==> config.mk <==
export PLATFORM = sky130hd
export DESIGN_NAME = delayed_trigger_change_unit_flat
export DESIGN_NICKNAME = d
export VERILOG_FILES = /design/src/design/dtc_pkg.sv /design/src/design/dtc_if.sv /design/src/design/dtc_div.sv /design/src/design/delayed_trigger_change_unit.sv /design/src/flat_wrapper.sv
export SDC_FILE = /design/constraint.sdc
export NUM_CORES = 1
export LEC_CHECK = 0
export ABC_AREA = 1
export BUFFER_PORTS_ARGS = -buffer_cell sky130_fd_sc_hd__buf_2
export CAP_MARGIN = 25
export CORE_MARGIN = 8
export CORE_UTILIZATION = 46
export DETAILED_ROUTE_END_ITERATION = 12
export GPL_ROUTABILITY_DRIVEN = 1
export SYNTH_ARGS = -nofsm -noshare
export SYNTH_HDL_FRONTEND = slang
export SYNTH_SLANG_ARGS = --single-unit
==> constraint.sdc <==
create_clock -name clk -period 7.6 [get_ports clk]
set_input_delay 1.52 -clock clk [delete_from_list [all_inputs] [get_ports clk]]
set_output_delay 1.52 -clock clk [all_outputs]
set_load 0.02 [all_outputs]
==> src/design/dtc_pkg.sv <==
package dtc_pkg;

    // Time format
    localparam int TIME_W    = 48;
    localparam int FRAC_BITS = 16;
    localparam int BPM_W     = 25;
    localparam int DELAY_W   = 32;

    // Bars to seconds: seconds = bars * 240 / bpm
    localparam int BAR_BEATS = 240;
    localparam int MULT_W    = 8;
    localparam int PROD_W    = TIME_W + MULT_W;
    localparam int NUM_W     = PROD_W + FRAC_BITS;
    localparam int DIV_STEPS = NUM_W;
    localparam int CNT_W     = $clog2(DIV_STEPS + 1);

    // Remaining time sum: ref - now + delay, two guard bits
    localparam int REM_W = TIME_W + 2;

    localparam logic signed [TIME_W-1:0] TIME_MAX = {1'b0, {(TIME_W-1){1'b1}}};
    localparam logic signed [TIME_W-1:0] TIME_MIN = {1'b1, {(TIME_W-1){1'b0}}};

    // Configuration register indexes
    localparam int CFG_IDX_W = 2;
    localparam logic [CFG_IDX_W-1:0] CFG_DELAY_LENGTH = 2'd0;
    localparam logic [CFG_IDX_W-1:0] CFG_DELAY_KIND   = 2'd1;
    localparam logic [CFG_IDX_W-1:0] CFG_CLOCK_SELECT = 2'd2;

    // Delay kinds
    localparam logic [1:0] KIND_TRUE  = 2'd0;
    localparam logic [1:0] KIND_FALSE = 2'd1;
    localparam logic [1:0] KIND_BOTH  = 2'd2;
    localparam logic [1:0] KIND_NONE  = 2'd3;

    // Clock selection
    localparam logic [2:0] CS_FX_BARS    = 3'd0;
    localparam logic [2:0] CS_FX_SECS    = 3'd1;
    localparam logic [2:0] CS_LOCAL_BARS = 3'd2;
    localparam logic [2:0] CS_LOCAL_SECS = 3'd3;
    localparam logic [2:0] CS_PLAY_BARS  = 3'd4;
    localparam logic [2:0] CS_PLAY_SECS  = 3'd5;
    localparam logic [2:0] CS_RUN_SECS   = 3'd6;
    localparam logic [2:0] CS_ZERO       = 3'd7;

    // Reset values of the configuration registers
    localparam logic signed [DELAY_W-1:0] DELAY_LENGTH_RST = DELAY_W'(65536);
    localparam logic [1:0] DELAY_KIND_RST   = KIND_TRUE;
    localparam logic [2:0] CLOCK_SELECT_RST = CS_RUN_SECS;

    typedef struct packed {
        logic                     trigger_level;
        logic signed [TIME_W-1:0] fx_bars;
        logic signed [TIME_W-1:0] local_bars;
        logic signed [TIME_W-1:0] play_bars;
        logic signed [TIME_W-1:0] run_seconds;
        logic        [BPM_W-1:0]  tempo_bpm;
    } in_req_t;

    typedef struct packed {
        logic                     delayed_level;
        logic signed [TIME_W-1:0] time_left;
    } out_res_t;

    // Divider request and response
    typedef struct packed {
        logic              start;
        logic              neg;
        logic [TIME_W-1:0] mag;
        logic [BPM_W-1:0]  bpm;
    } div_req_t;

    typedef struct packed {
        logic                     done;
        logic signed [TIME_W-1:0] secs;
    } div_rsp_t;

    typedef enum logic [1:0] {
        ST_IDLE,
        ST_CONV,
        ST_EVAL
    } state_t;

endpackage

==> src/design/dtc_if.sv <==
interface dtc_in_if;
    logic             valid;
    logic             ready;
    dtc_pkg::in_req_t data;

    modport source (output valid, output data, input ready);
    modport sink   (input valid, input data, output ready);
endinterface

interface dtc_out_if;
    logic              valid;
    logic              ready;
    dtc_pkg::out_res_t data;

    modport source (output valid, output data, input ready);
    modport sink   (input valid, input data, output ready);
endinterface

==> src/design/dtc_div.sv <==
module dtc_div (
    input  logic              clk,
    input  logic              rst_n,
    input  dtc_pkg::div_req_t req,
    output dtc_pkg::div_rsp_t rsp
);

    logic                             busy_reg, busy_next;
    logic [dtc_pkg::CNT_W-1:0]        cnt_reg, cnt_next;
    logic                             done_reg, done_next;
    logic [dtc_pkg::NUM_W-1:0]        num_reg, num_next;
    logic [dtc_pkg::BPM_W-1:0]        rem_reg, rem_next;
    logic [dtc_pkg::BPM_W-1:0]        bpm_reg, bpm_next;
    logic [dtc_pkg::TIME_W:0]         quo_reg, quo_next;
    logic                             ovf_reg, ovf_next;
    logic                             neg_reg, neg_next;
    logic signed [dtc_pkg::TIME_W-1:0] secs_reg, secs_next;

    logic [dtc_pkg::PROD_W-1:0] prod;
    logic [dtc_pkg::BPM_W:0]    trial;
    logic [dtc_pkg::BPM_W:0]    diff;
    logic                       fits;
    logic                       big;
    logic                       sat;
    logic [dtc_pkg::TIME_W-1:0] quo_neg;

    // Dividend scale: bars * 240, a constant multiply
    assign prod = {{dtc_pkg::MULT_W{1'b0}}, req.mag}
                  * dtc_pkg::PROD_W'(dtc_pkg::BAR_BEATS);

    // Shared compare-subtract unit, one quotient bit per cycle
    assign trial = {rem_reg, num_reg[dtc_pkg::NUM_W-1]};
    assign diff  = trial - {1'b0, bpm_reg};
    assign fits  = (trial >= {1'b0, bpm_reg});

    // Saturation test on the final quotient
    assign big     = quo_reg[dtc_pkg::TIME_W] | ovf_reg;
    assign quo_neg = ~quo_reg[dtc_pkg::TIME_W-1:0] + dtc_pkg::TIME_W'(1);
    assign sat     = neg_reg
                     ? (big | (quo_reg[dtc_pkg::TIME_W-1] & (|quo_reg[dtc_pkg::TIME_W-2:0])))
                     : (big | quo_reg[dtc_pkg::TIME_W-1]);

    // Sequencer
    always_comb
    begin
        busy_next = busy_reg;
        cnt_next  = cnt_reg;
        done_next = 1'b0;
        num_next  = num_reg;
        rem_next  = rem_reg;
        bpm_next  = bpm_reg;
        quo_next  = quo_reg;
        ovf_next  = ovf_reg;
        neg_next  = neg_reg;
        secs_next = secs_reg;
        if (req.start)
        begin
            busy_next = 1'b1;
            num_next  = {prod, {dtc_pkg::FRAC_BITS{1'b0}}};
            rem_next  = '0;
            bpm_next  = req.bpm;
            quo_next  = '0;
            neg_next  = req.neg;
            // zero bars gives zero; zero tempo saturates at once
            if (req.mag == '0)
            begin
                cnt_next = '0;
                ovf_next = 1'b0;
            end
            else if (req.bpm == '0)
            begin
                cnt_next = '0;
                ovf_next = 1'b1;
            end
            else
            begin
                cnt_next = dtc_pkg::CNT_W'(dtc_pkg::DIV_STEPS);
                ovf_next = 1'b0;
            end
        end
        else if (busy_reg)
        begin
            if (cnt_reg != '0)
            begin
                cnt_next = cnt_reg - dtc_pkg::CNT_W'(1);
                num_next = {num_reg[dtc_pkg::NUM_W-2:0], 1'b0};
                rem_next = fits ? diff[dtc_pkg::BPM_W-1:0] : trial[dtc_pkg::BPM_W-1:0];
                quo_next = {quo_reg[dtc_pkg::TIME_W-1:0], fits};
                ovf_next = ovf_reg | quo_reg[dtc_pkg::TIME_W];
            end
            else
            begin
                busy_next = 1'b0;
                done_next = 1'b1;
                if (sat)
                    secs_next = neg_reg ? dtc_pkg::TIME_MIN : dtc_pkg::TIME_MAX;
                else if (neg_reg)
                    secs_next = quo_neg;
                else
                    secs_next = quo_reg[dtc_pkg::TIME_W-1:0];
            end
        end
    end

    always_ff @(posedge clk or negedge rst_n)
    begin
        if (!rst_n)
        begin
            busy_reg <= 1'b0;
            cnt_reg  <= '0;
            done_reg <= 1'b0;
        end
        else
        begin
            busy_reg <= busy_next;
            cnt_reg  <= cnt_next;
            done_reg <= done_next;
        end
    end

    always_ff @(posedge clk)
    begin
        num_reg  <= num_next;
        rem_reg  <= rem_next;
        bpm_reg  <= bpm_next;
        quo_reg  <= quo_next;
        ovf_reg  <= ovf_next;
        neg_reg  <= neg_next;
        secs_reg <= secs_next;
    end

    assign rsp.done = done_reg;
    assign rsp.secs = secs_reg;

endmodule

==> src/design/delayed_trigger_change_unit.sv <==
// Delayed trigger change unit.
// in_ch carries one request per frame: the raw trigger level, three bar
// clocks, the run clock and the tempo. out_ch returns one result for each
// request: the delayed level and the remaining delay time (saturated Q31.16).
// cfg_we/cfg_index/cfg_data write delay_length (0), delay_kind (1) and
// clock_select (2); write only while no request is in flight.
// A raw clock (bars, run seconds or zero) is taken as the current time when
// the request is accepted; ST_EVAL then loads the result for out_ch. A clock
// in seconds runs bars * 240 / bpm through a restoring divider in ST_CONV,
// one quotient bit per cycle over 72 bits, before ST_EVAL.
// One request at a time; in_ch.ready is high only while idle (ST_IDLE),
// so a new request is accepted only once the last one has left ST_EVAL.
// The result sits in an output register; a stalled receiver does not block
// acceptance of the next request, which waits at its evaluation step
// until the register is free.
// Reset clears the configuration to delay 1.0, delay true, run seconds,
// clears the recorded times and levels, and empties the output register.
module delayed_trigger_change_unit (
    input  logic                           clk,
    input  logic                           rst_n,
    dtc_in_if.sink                         in_ch,
    dtc_out_if.source                      out_ch,
    input  logic                           cfg_we,
    input  logic [dtc_pkg::CFG_IDX_W-1:0]  cfg_index,
    input  logic [dtc_pkg::DELAY_W-1:0]    cfg_data
);

    // Configuration
    logic signed [dtc_pkg::DELAY_W-1:0] delay_length_reg;
    logic [1:0]                         delay_kind_reg;
    logic [2:0]                         clock_select_reg;

    // Control
    dtc_pkg::state_t state_reg, state_next;
    logic            out_valid_reg, out_valid_next;
    logic            in_acc;
    logic            slot_free;
    logic            eval_fire;
    logic            is_secs;

    // Item and history
    logic                              trig_reg, trig_next;
    logic signed [dtc_pkg::TIME_W-1:0] now_reg, now_next;
    logic signed [dtc_pkg::TIME_W-1:0] last_true_reg, last_true_next;
    logic signed [dtc_pkg::TIME_W-1:0] last_false_reg, last_false_next;
    logic signed [dtc_pkg::TIME_W-1:0] last_edge_reg, last_edge_next;
    logic                              seen_reg, seen_next;
    logic                              lbe_reg, lbe_next;
    logic                              prev_out_reg, prev_out_next;
    dtc_pkg::out_res_t                 out_data_reg, out_data_next;

    // Datapath
    logic signed [dtc_pkg::TIME_W-1:0] sel_bars;
    logic signed [dtc_pkg::TIME_W-1:0] raw_now;
    logic signed [dtc_pkg::TIME_W-1:0] ref_time;
    logic                              held;
    logic                              changed;
    logic signed [dtc_pkg::REM_W-1:0]  rem;
    logic                              positive;
    logic                              result;
    logic signed [dtc_pkg::TIME_W-1:0] left;
    dtc_pkg::div_req_t                 div_req;
    dtc_pkg::div_rsp_t                 div_rsp;

    // Configuration writes
    always_ff @(posedge clk or negedge rst_n)
    begin
        if (!rst_n)
        begin
            delay_length_reg <= dtc_pkg::DELAY_LENGTH_RST;
            delay_kind_reg   <= dtc_pkg::DELAY_KIND_RST;
            clock_select_reg <= dtc_pkg::CLOCK_SELECT_RST;
        end
        else if (cfg_we)
        begin
            case (cfg_index)
                dtc_pkg::CFG_DELAY_LENGTH: delay_length_reg <= cfg_data;
                dtc_pkg::CFG_DELAY_KIND:   delay_kind_reg   <= cfg_data[1:0];
                dtc_pkg::CFG_CLOCK_SELECT: clock_select_reg <= cfg_data[2:0];
                default: ;
            endcase
        end
    end

    // Clock selection
    always_comb
    begin
        case (clock_select_reg)
            dtc_pkg::CS_FX_SECS,
            dtc_pkg::CS_LOCAL_SECS,
            dtc_pkg::CS_PLAY_SECS: is_secs = 1'b1;
            default:               is_secs = 1'b0;
        endcase
        case (clock_select_reg)
            dtc_pkg::CS_FX_SECS:    sel_bars = in_ch.data.fx_bars;
            dtc_pkg::CS_LOCAL_SECS: sel_bars = in_ch.data.local_bars;
            default:                sel_bars = in_ch.data.play_bars;
        endcase
        case (clock_select_reg)
            dtc_pkg::CS_FX_BARS:    raw_now = in_ch.data.fx_bars;
            dtc_pkg::CS_LOCAL_BARS: raw_now = in_ch.data.local_bars;
            dtc_pkg::CS_PLAY_BARS:  raw_now = in_ch.data.play_bars;
            dtc_pkg::CS_RUN_SECS:   raw_now = in_ch.data.run_seconds;
            default:                raw_now = '0;
        endcase
    end

    // Divider request: magnitude and sign of the selected bar clock
    assign div_req.start = in_acc && is_secs;
    assign div_req.neg   = sel_bars[dtc_pkg::TIME_W-1];
    assign div_req.mag   = sel_bars[dtc_pkg::TIME_W-1] ? (~sel_bars + dtc_pkg::TIME_W'(1))
                                                       : sel_bars;
    assign div_req.bpm   = in_ch.data.tempo_bpm;

    dtc_div u_div (
        .clk   (clk),
        .rst_n (rst_n),
        .req   (div_req),
        .rsp   (div_rsp)
    );

    // Next state
    always_comb
    begin
        state_next = state_reg;
        case (state_reg)
            dtc_pkg::ST_IDLE:
                if (in_acc)
                    state_next = is_secs ? dtc_pkg::ST_CONV : dtc_pkg::ST_EVAL;
            dtc_pkg::ST_CONV:
                if (div_rsp.done)
                    state_next = dtc_pkg::ST_EVAL;
            dtc_pkg::ST_EVAL:
                if (slot_free)
                    state_next = dtc_pkg::ST_IDLE;
            default:
                state_next = dtc_pkg::ST_IDLE;
        endcase
    end

    // State outputs
    always_comb
    begin
        in_ch.ready = (state_reg == dtc_pkg::ST_IDLE);
        eval_fire   = (state_reg == dtc_pkg::ST_EVAL) && slot_free;
    end

    assign in_acc    = in_ch.valid && in_ch.ready;
    assign slot_free = !out_valid_reg || out_ch.ready;

    // History update as seen by this item
    assign changed         = (trig_reg != seen_reg);
    assign last_true_next  = (eval_fire && trig_reg) ? now_reg : last_true_reg;
    assign last_false_next = (eval_fire && !trig_reg) ? now_reg : last_false_reg;
    assign last_edge_next  = (eval_fire && changed) ? now_reg : last_edge_reg;
    assign lbe_next        = (eval_fire && changed) ? prev_out_reg : lbe_reg;
    assign seen_next       = eval_fire ? trig_reg : seen_reg;

    // Reference time and held level of the delay kind
    always_comb
    begin
        case (delay_kind_reg)
            dtc_pkg::KIND_TRUE:
            begin
                ref_time = last_true_next;
                held     = 1'b1;
            end
            dtc_pkg::KIND_FALSE:
            begin
                ref_time = last_false_next;
                held     = 1'b0;
            end
            dtc_pkg::KIND_BOTH:
            begin
                ref_time = last_edge_next;
                held     = lbe_next;
            end
            default:
            begin
                ref_time = '0;
                held     = 1'b0;
            end
        endcase
    end

    // Remaining time and saturation to the output width
    assign rem = dtc_pkg::REM_W'(ref_time) - dtc_pkg::REM_W'(now_reg)
                 + dtc_pkg::REM_W'(delay_length_reg);
    assign positive = !rem[dtc_pkg::REM_W-1] && (rem != '0);
    assign result   = positive ? held : trig_reg;

    always_comb
    begin
        if (!rem[dtc_pkg::REM_W-1] && (rem[dtc_pkg::REM_W-2] || rem[dtc_pkg::REM_W-3]))
            left = dtc_pkg::TIME_MAX;
        else if (rem[dtc_pkg::REM_W-1] && !(rem[dtc_pkg::REM_W-2] && rem[dtc_pkg::REM_W-3]))
            left = dtc_pkg::TIME_MIN;
        else
            left = rem[dtc_pkg::TIME_W-1:0];
    end

    // Item capture, current time and output slot
    always_comb
    begin
        trig_next      = in_acc ? in_ch.data.trigger_level : trig_reg;
        now_next       = now_reg;
        if (in_acc && !is_secs)
            now_next = raw_now;
        else if ((state_reg == dtc_pkg::ST_CONV) && div_rsp.done)
            now_next = div_rsp.secs;
        prev_out_next  = eval_fire ? result : prev_out_reg;
        out_data_next  = out_data_reg;
        out_valid_next = out_valid_reg && !out_ch.ready;
        if (eval_fire)
        begin
            out_data_next.delayed_level = result;
            out_data_next.time_left     = left;
            out_valid_next              = 1'b1;
        end
    end

    always_ff @(posedge clk or negedge rst_n)
    begin
        if (!rst_n)
        begin
            state_reg      <= dtc_pkg::ST_IDLE;
            out_valid_reg  <= 1'b0;
            last_true_reg  <= '0;
            last_false_reg <= '0;
            last_edge_reg  <= '0;
            seen_reg       <= 1'b0;
            lbe_reg        <= 1'b0;
            prev_out_reg   <= 1'b0;
        end
        else
        begin
            state_reg      <= state_next;
            out_valid_reg  <= out_valid_next;
            last_true_reg  <= last_true_next;
            last_false_reg <= last_false_next;
            last_edge_reg  <= last_edge_next;
            seen_reg       <= seen_next;
            lbe_reg        <= lbe_next;
            prev_out_reg   <= prev_out_next;
        end
    end

    always_ff @(posedge clk)
    begin
        trig_reg     <= trig_next;
        now_reg      <= now_next;
        out_data_reg <= out_data_next;
    end

    assign out_ch.valid = out_valid_reg;
    assign out_ch.data  = out_data_reg;

endmodule

==> src/flat_wrapper.sv <==
// flat-port wrapper written by rule: the top's interface ports become plain ports
module delayed_trigger_change_unit_flat 
  (clk, rst_n, cfg_we, cfg_index, cfg_data, in_ch_valid, in_ch_data, in_ch_ready, out_ch_valid, out_ch_data, out_ch_ready);
  dtc_in_if in_ch_i ();
  dtc_out_if out_ch_i ();
  input  logic clk;
  input  logic rst_n;
  input  logic cfg_we;
  input  logic [dtc_pkg::CFG_IDX_W-1:0] cfg_index;
  input  logic [dtc_pkg::DELAY_W-1:0] cfg_data;
  input wire logic [$bits(in_ch_i.valid)-1:0] in_ch_valid;
  input wire logic [$bits(in_ch_i.data)-1:0] in_ch_data;
  output wire logic [$bits(in_ch_i.ready)-1:0] in_ch_ready;
  output wire logic [$bits(out_ch_i.valid)-1:0] out_ch_valid;
  output wire logic [$bits(out_ch_i.data)-1:0] out_ch_data;
  input wire logic [$bits(out_ch_i.ready)-1:0] out_ch_ready;
  assign in_ch_i.valid = in_ch_valid;
  assign in_ch_i.data = in_ch_data;
  assign in_ch_ready = in_ch_i.ready;
  assign out_ch_valid = out_ch_i.valid;
  assign out_ch_data = out_ch_i.data;
  assign out_ch_i.ready = out_ch_ready;
  delayed_trigger_change_unit u_core (.clk(clk), .rst_n(rst_n), .in_ch(in_ch_i), .out_ch(out_ch_i), .cfg_we(cfg_we), .cfg_index(cfg_index), .cfg_data(cfg_data));
endmodule
### Word-level counts from Yosys, hierarchy flattened

Cells that the tools add are included.
Widths: inputs -> output; s select.

| operators by class | value |
|---|---|
| add/sub/neg operators | 6 |
| multiply operators | 1 |
| magnitude comparators | 1 |
| eq/ne operators | 16 |
| multiplexer cells | 44 |
| bitwise operators | 8 |
| reductions and logical operators | 41 |

Operators by type and width:

| cell | number |
|---|---|
| $mux 48 | 10 |
| $mux 72 | 3 |
| $pmux 48 s4 | 1 |
| $pmux 48 s3 | 1 |
| $not 48->48 | 2 |
| $pmux 48 s2 | 1 |
| $mul 48x4->52 const B | 1 |
| $add 49x32->50 | 1 |
| $reduce_bool 50->1 | 1 |
| $sub 48x48->49 | 1 |
| $add 48x1->48 const B | 1 |
| $add 48x2->48 const B | 1 |
| $logic_not 48->1 | 1 |
| $reduce_or 47->1 | 1 |
| $mux 7 | 5 |
| $ge 26x25->1 | 1 |
| $logic_not 25->1 | 1 |
| $mux 25 | 1 |
| $sub 25x25->25 | 1 |
| $mux 1 | 16 |
| $logic_and 1x1->1 | 13 |
| $reduce_and 2->1 | 5 |
| $eq 3x3->1 const B | 3 |
| $mux 2 | 4 |
| 21 further kinds | 41 |

| word-level totals | value |
|---|---|
| bits in registers | 495 |
| input port bits | 257 |
| output and inout port bits | 51 |
| word-level logic and storage cells | 142 |

### Longest topological paths before layout

| logic depth | value |
|---|---|
| depth after elaboration | 12 |
| mapped depth | 37 |
| gate-level depth less buffers | 35 |

### Modules after synthesis

Synthesis repeated with hierarchy kept, for this count alone.

| unflattened totals | value |
|---|---|
| cells, all modules | 5430 |
| area total of the unflattened synthesis | 38623.3 um^2 |

By module, submodules not included:

| module | instances | cells each | area each (um^2) | seq. area each (um^2) |
|---|---|---|---|---|
| delayed_trigger_change_unit | 1 | 2888 | 20483.4 | 7626.1 |
| dtc_div | 1 | 2542 | 18139.9 | 5520.3 |

### Worst setup path before layout

Ideal clock, no wire load.

| path | value |
|---|---|
| path kind | input to register |
| from | input in_ch_data[120] |
| to | register u_core.u_div.num_reg[61] (netlist name), data pin |
| library setup time | 254 ps |
| data arrival time | 6041 ps |
| data required time | 7346 ps |
| path slack | 1305 ps |
| stages on the path | 25 |
| buffers on the path | 3 |
| cells stage by stage | o22a_1 > o21ai_2 > inv_2 > buf_2 > clkbuf_1 > buf_2 > nand2_1 > xor2_1 > inv_1 > fa_1 > inv_1 > fa_1 > inv_1 > ha_1 > a21o_1 > a21oi_1 > o21bai_1 > a21boi_0 > o21ai_0 > a21oi_1 > inv_1 > a21o_1 > or2_2 > nand3_1 > nand2_1 |

RTL lines:

| item | line | source |
|---|---|---|
| from (decl) | flat_wrapper.sv:12 | `input wire logic [$bits(in_ch_i.data)-1:0] in_ch_data;` |
| to (signal assigned) | dtc_div.sv:123 | `num_reg <= num_next;` |
| to (decl) | dtc_div.sv:11 | `logic [dtc_pkg::NUM_W-1:0] num_reg, num_next;` |

### Final worst setup path

| path | value |
|---|---|
| from | register u_core.clock_select_reg[2] |
| to | register u_core.u_div.num_reg[69] (netlist name), data pin |

| on the way | value |
|---|---|
| cells in the longest elaborated chain, start to end | 7 |
| elaborated cells on any way between the ends | 12 |
| those cells by class | add/sub (1); mul (1); eq/ne (3); mux (4); bitwise (1); reduce/logical (2) |

Ends and longest elaborated chain:

| item | line | source |
|---|---|---|
| from (decl) | delayed_trigger_change_unit.sv:31 | `logic [2:0] clock_select_reg;` |
| from (signal assigned) | delayed_trigger_change_unit.sv:72 | `clock_select_reg <= dtc_pkg::CLOCK_SELECT_RST;` |
| from (signal assigned) | delayed_trigger_change_unit.sv:79 | `dtc_pkg::CFG_CLOCK_SELECT: clock_select_reg <= cfg_data[2:0];` |
| $eq 3x2->1 or $eq 3x1->1 (tied branches) | delayed_trigger_change_unit.sv:88, delayed_trigger_change_unit.sv:94 |  |
| $pmux 48 s2 | delayed_trigger_change_unit.sv:94 | `case (clock_select_reg)` |
| $not 48->48 | delayed_trigger_change_unit.sv:111 | `assign div_req.mag = sel_bars[dtc_pkg::TIME_W-1] ? (~sel_bars + dtc_pkg::TIME_W'(1))` |
| $add 48x2->48 | delayed_trigger_change_unit.sv:111 |  |
| $mux 48 | delayed_trigger_change_unit.sv:111 |  |
| $mul 48x4->52 | dtc_div.sv:29 | `* dtc_pkg::PROD_W'(dtc_pkg::BAR_BEATS);` |
| $mux 72 (*) | dtc_div.sv:56 | `if (req.start)` |
| via u_core.u_div.num_next (one bit) | dtc_div.sv:11 |  |

Mark *: on every way through the listed nets, which the timed path passes. The rest lies on a longest branch.
A chain may end at the register's enable or synchronous reset.

==> impl_metrics.ini <==
[run_status]
status = finished clean

[global_route]
grt_max_degree = 108
antenna_found_initial = 7
grt_usage_pct = 30.7
grt_pass1_vias = 35615
grt_pass1_wl_um = 214000
grt_overflow = 0

[setup_path]
cp_max_fo = 36
crit_path_start_kind = flip-flop
cp_slowest_stage_delay_ns = 0.61
crit_arrival_ns = 7.50
worst-setup-path-type = flip-flop to flip-flop
end_kind = flip-flop
required_ns = 7.98
crit_slowest_cell = dfstp_2

[timing]
fin_tns_setup_ns = 0
rsz0062_at_grt = false
slew_headroom_pct = 35.6
worstMarginPinSlew_ns = 0.964
finalClockSkew_ns = 0.0445
fmax_mhz = 140
hold_viol_final = 0
setup_viol = 0
min_period_over_period_pct = 93.7
final-max-slew-violation-count = 0
fin_crit_ns = 7.12

[cts]
numCtsBuffers = 57
cts.sinks = 495
root_buffer = clkbuf_16
path_clk_slew_ns = 0.07
cts_tree = done
insertion_delay_ns = 0.68
cts-resized-gates = 0
hold_buffers = 0
post-cts-setup-buffers = 0
clock_path_buffers = 3
cts_max_level = 2

[synthesis]
ys.flop_type = edfxtp_1
yosys.area.top_type = edfxtp_1
synth_top_family_by_area = simple AND/OR/NAND/NOR gates
yosysTopAreaCellShare_pct = 17.8
netlist_area_um2 = 37900
netlist_instances = 5287
ys_async_sr_fraction_pct = 39.6
ys_ff_latch = 495
synth_edf_count = 225
synth_warnings = 0
synth-simple-area-share_pct = 27.4
ys_types = 63
seq_area_frac_synth_pct = 34.7
avgSynthCellArea_um2 = 7.16
synth_compound_area_share_pct = 12.9
yosys.area_share.xor_xnor_pct = 3.71
synth-adder-area-share_pct = 10.9
syn_nets = 5803
ys_top_cells_by_area = edfxtp_1 (18%), nand2_1 (15%), dfrtp_1 (13%), inv_1 (8.3%), fa_1 (5.8%)
muxShareOfSynthArea_pct = 0.0892

[die]
core_um2 = 81800
start_util_pct = 46.3
die_x_um = 303
die_area_um2 = 91700
ios = 308
rows = 105
die_y_um = 303

[placement]
post-dp-hpwl_um = 114000
globalplace.congestion = 1.06
place_inst = 6592
io_buffers = 307
dpl_cell_area_um2 = 40900

[detailed_routing]
routedWlPerCell_um = 21.3
vias_per_cell = 5.42
vias = 36313
drt_wl_total_um = 143000
drtIter0Drc = 2949
ant_nets = 0
drc = 0
firstDrtPassIters = 6

[cells_and_area]
fin_nets = 6100
fin_cells = 6703
largest_reg_flops = 52
antenna_cells = 0
drive_gt1_share_pct = 11.2
design_area_um2 = 42900
fillers = 8255
fin_util_pct = 52.5
area_growth_pct = 13.4

[worst_hold_path]
min_path_type = flip-flop to flip-flop

[flow_run]
maxCapViolCount = 0
==> cell families after synthesis <==
kind of cell | count (synthesis)
compound gates | 861
xor+xnor | 158
fa+ha+maj | 267
buf+inv | 1015
flops | 495
mux | 3
simple gates | 2488
==> path summary, 6_finish.rpt <==
| kind | endpoint | depth (start not counted) | startpoint | slack (ns) |
|---|---|---|---|---|
| max | u_core.u_div.num_reg[69] | 28 | u_core.clock_select_reg[2] | 0.48 |
| min | u_core.u_div.quo_reg[48] | 2 | u_core.u_div.quo_reg[48] | 0.46 |
| max reg2reg | u_core.u_div.num_reg[69] | 28 | u_core.clock_select_reg[2] | 0.48 |
| min reg2reg | u_core.u_div.quo_reg[48] | 2 | u_core.u_div.quo_reg[48] | 0.46 |
| max in group asynchronous | u_core.last_true_reg[41] | 2 | rst_n | 5.57 |
| min in group asynchronous | u_core.delay_length_reg[14] | 1 | rst_n | 0.88 |
==> worst max-delay path, delay by kind of cell, from the launching register on <==
family,cells,cell delay [ns]
AND/OR/NAND/NOR,11,2.23
adder cells (fa/ha/maj),3,1.46
AO/OA/AOI/OAI,7,1.32
buffers and inverters,6,0.79
XOR/XNOR,1,0.36
flip-flops,1,0.61
==> layout by cell type (no fill, tap or decap), types with 45 or more instances in the layout <==
| master | n |
|---|---|
| ha_1 | 150 |
| o21ai_0 | 335 |
| inv_1 | 835 |
| buf_2 | 306 |
| xor2_1 | 109 |
| dfxtp_1 | 74 |
| edfxtp_1 | 225 |
| xnor2_1 | 48 |
| o22ai_1 | 57 |
| dfrtp_1 | 193 |
| buf_4 | 83 |
| a22o_1 | 45 |
| nand2_1 | 1532 |
| a21oi_1 | 282 |
| a31oi_1 | 46 |
| clkbuf_16 | 59 |
| fa_1 | 109 |
| nand3_1 | 216 |
| nand4_1 | 107 |
| nor2_1 | 440 |
==> per-layer routing <==
metal	up-vias	global-route usage (%)	routed length (um)
li1	17619	-	-
met1	17032	39.1	59600
met2	1338	50.6	65700
met3	318	4.87	9650
met4	6	15.1	8100
met5	-	0	35
==> cell usage after synthesis (107+ instances only) <==
master,n
clkbuf_1,118
nor2_1,446
ha_1,150
edfxtp_1,225
o21ai_0,335
xor2_1,109
nand3_1,216
nand2_1,1535
fa_1,109
dfrtp_1,193
nand4_1,107
inv_1,839
a21oi_1,282
==> layout make-up <==
class	instances	area (um2)	share of cell area [%]
Multi-Input combinational cell	3777	20900	48.7
Tap cell	1070	1340	3.12
Inverter	855	3210	7.49
Clock inverter	23	328	0.763
Clock buffer	85	1650	3.85
Timing Repair Buffer	398	2340	5.44
Sequential cell	495	13100	30.6
==> per-stage QoR <==
stage	setup slack, ns	hold slack [ns]
4_1_cts	0.717	0.466
6_report	0.480	0.461
3_5_place_dp	0.344	0.452
5_1_grt	0.148	0.492
3_3_place_gp	0.397	0.451
2_1_floorplan	1.31	0.429
Power is not shown: default switching activity piles up to over one toggle a cycle in this logic, so the estimate is an artifact.
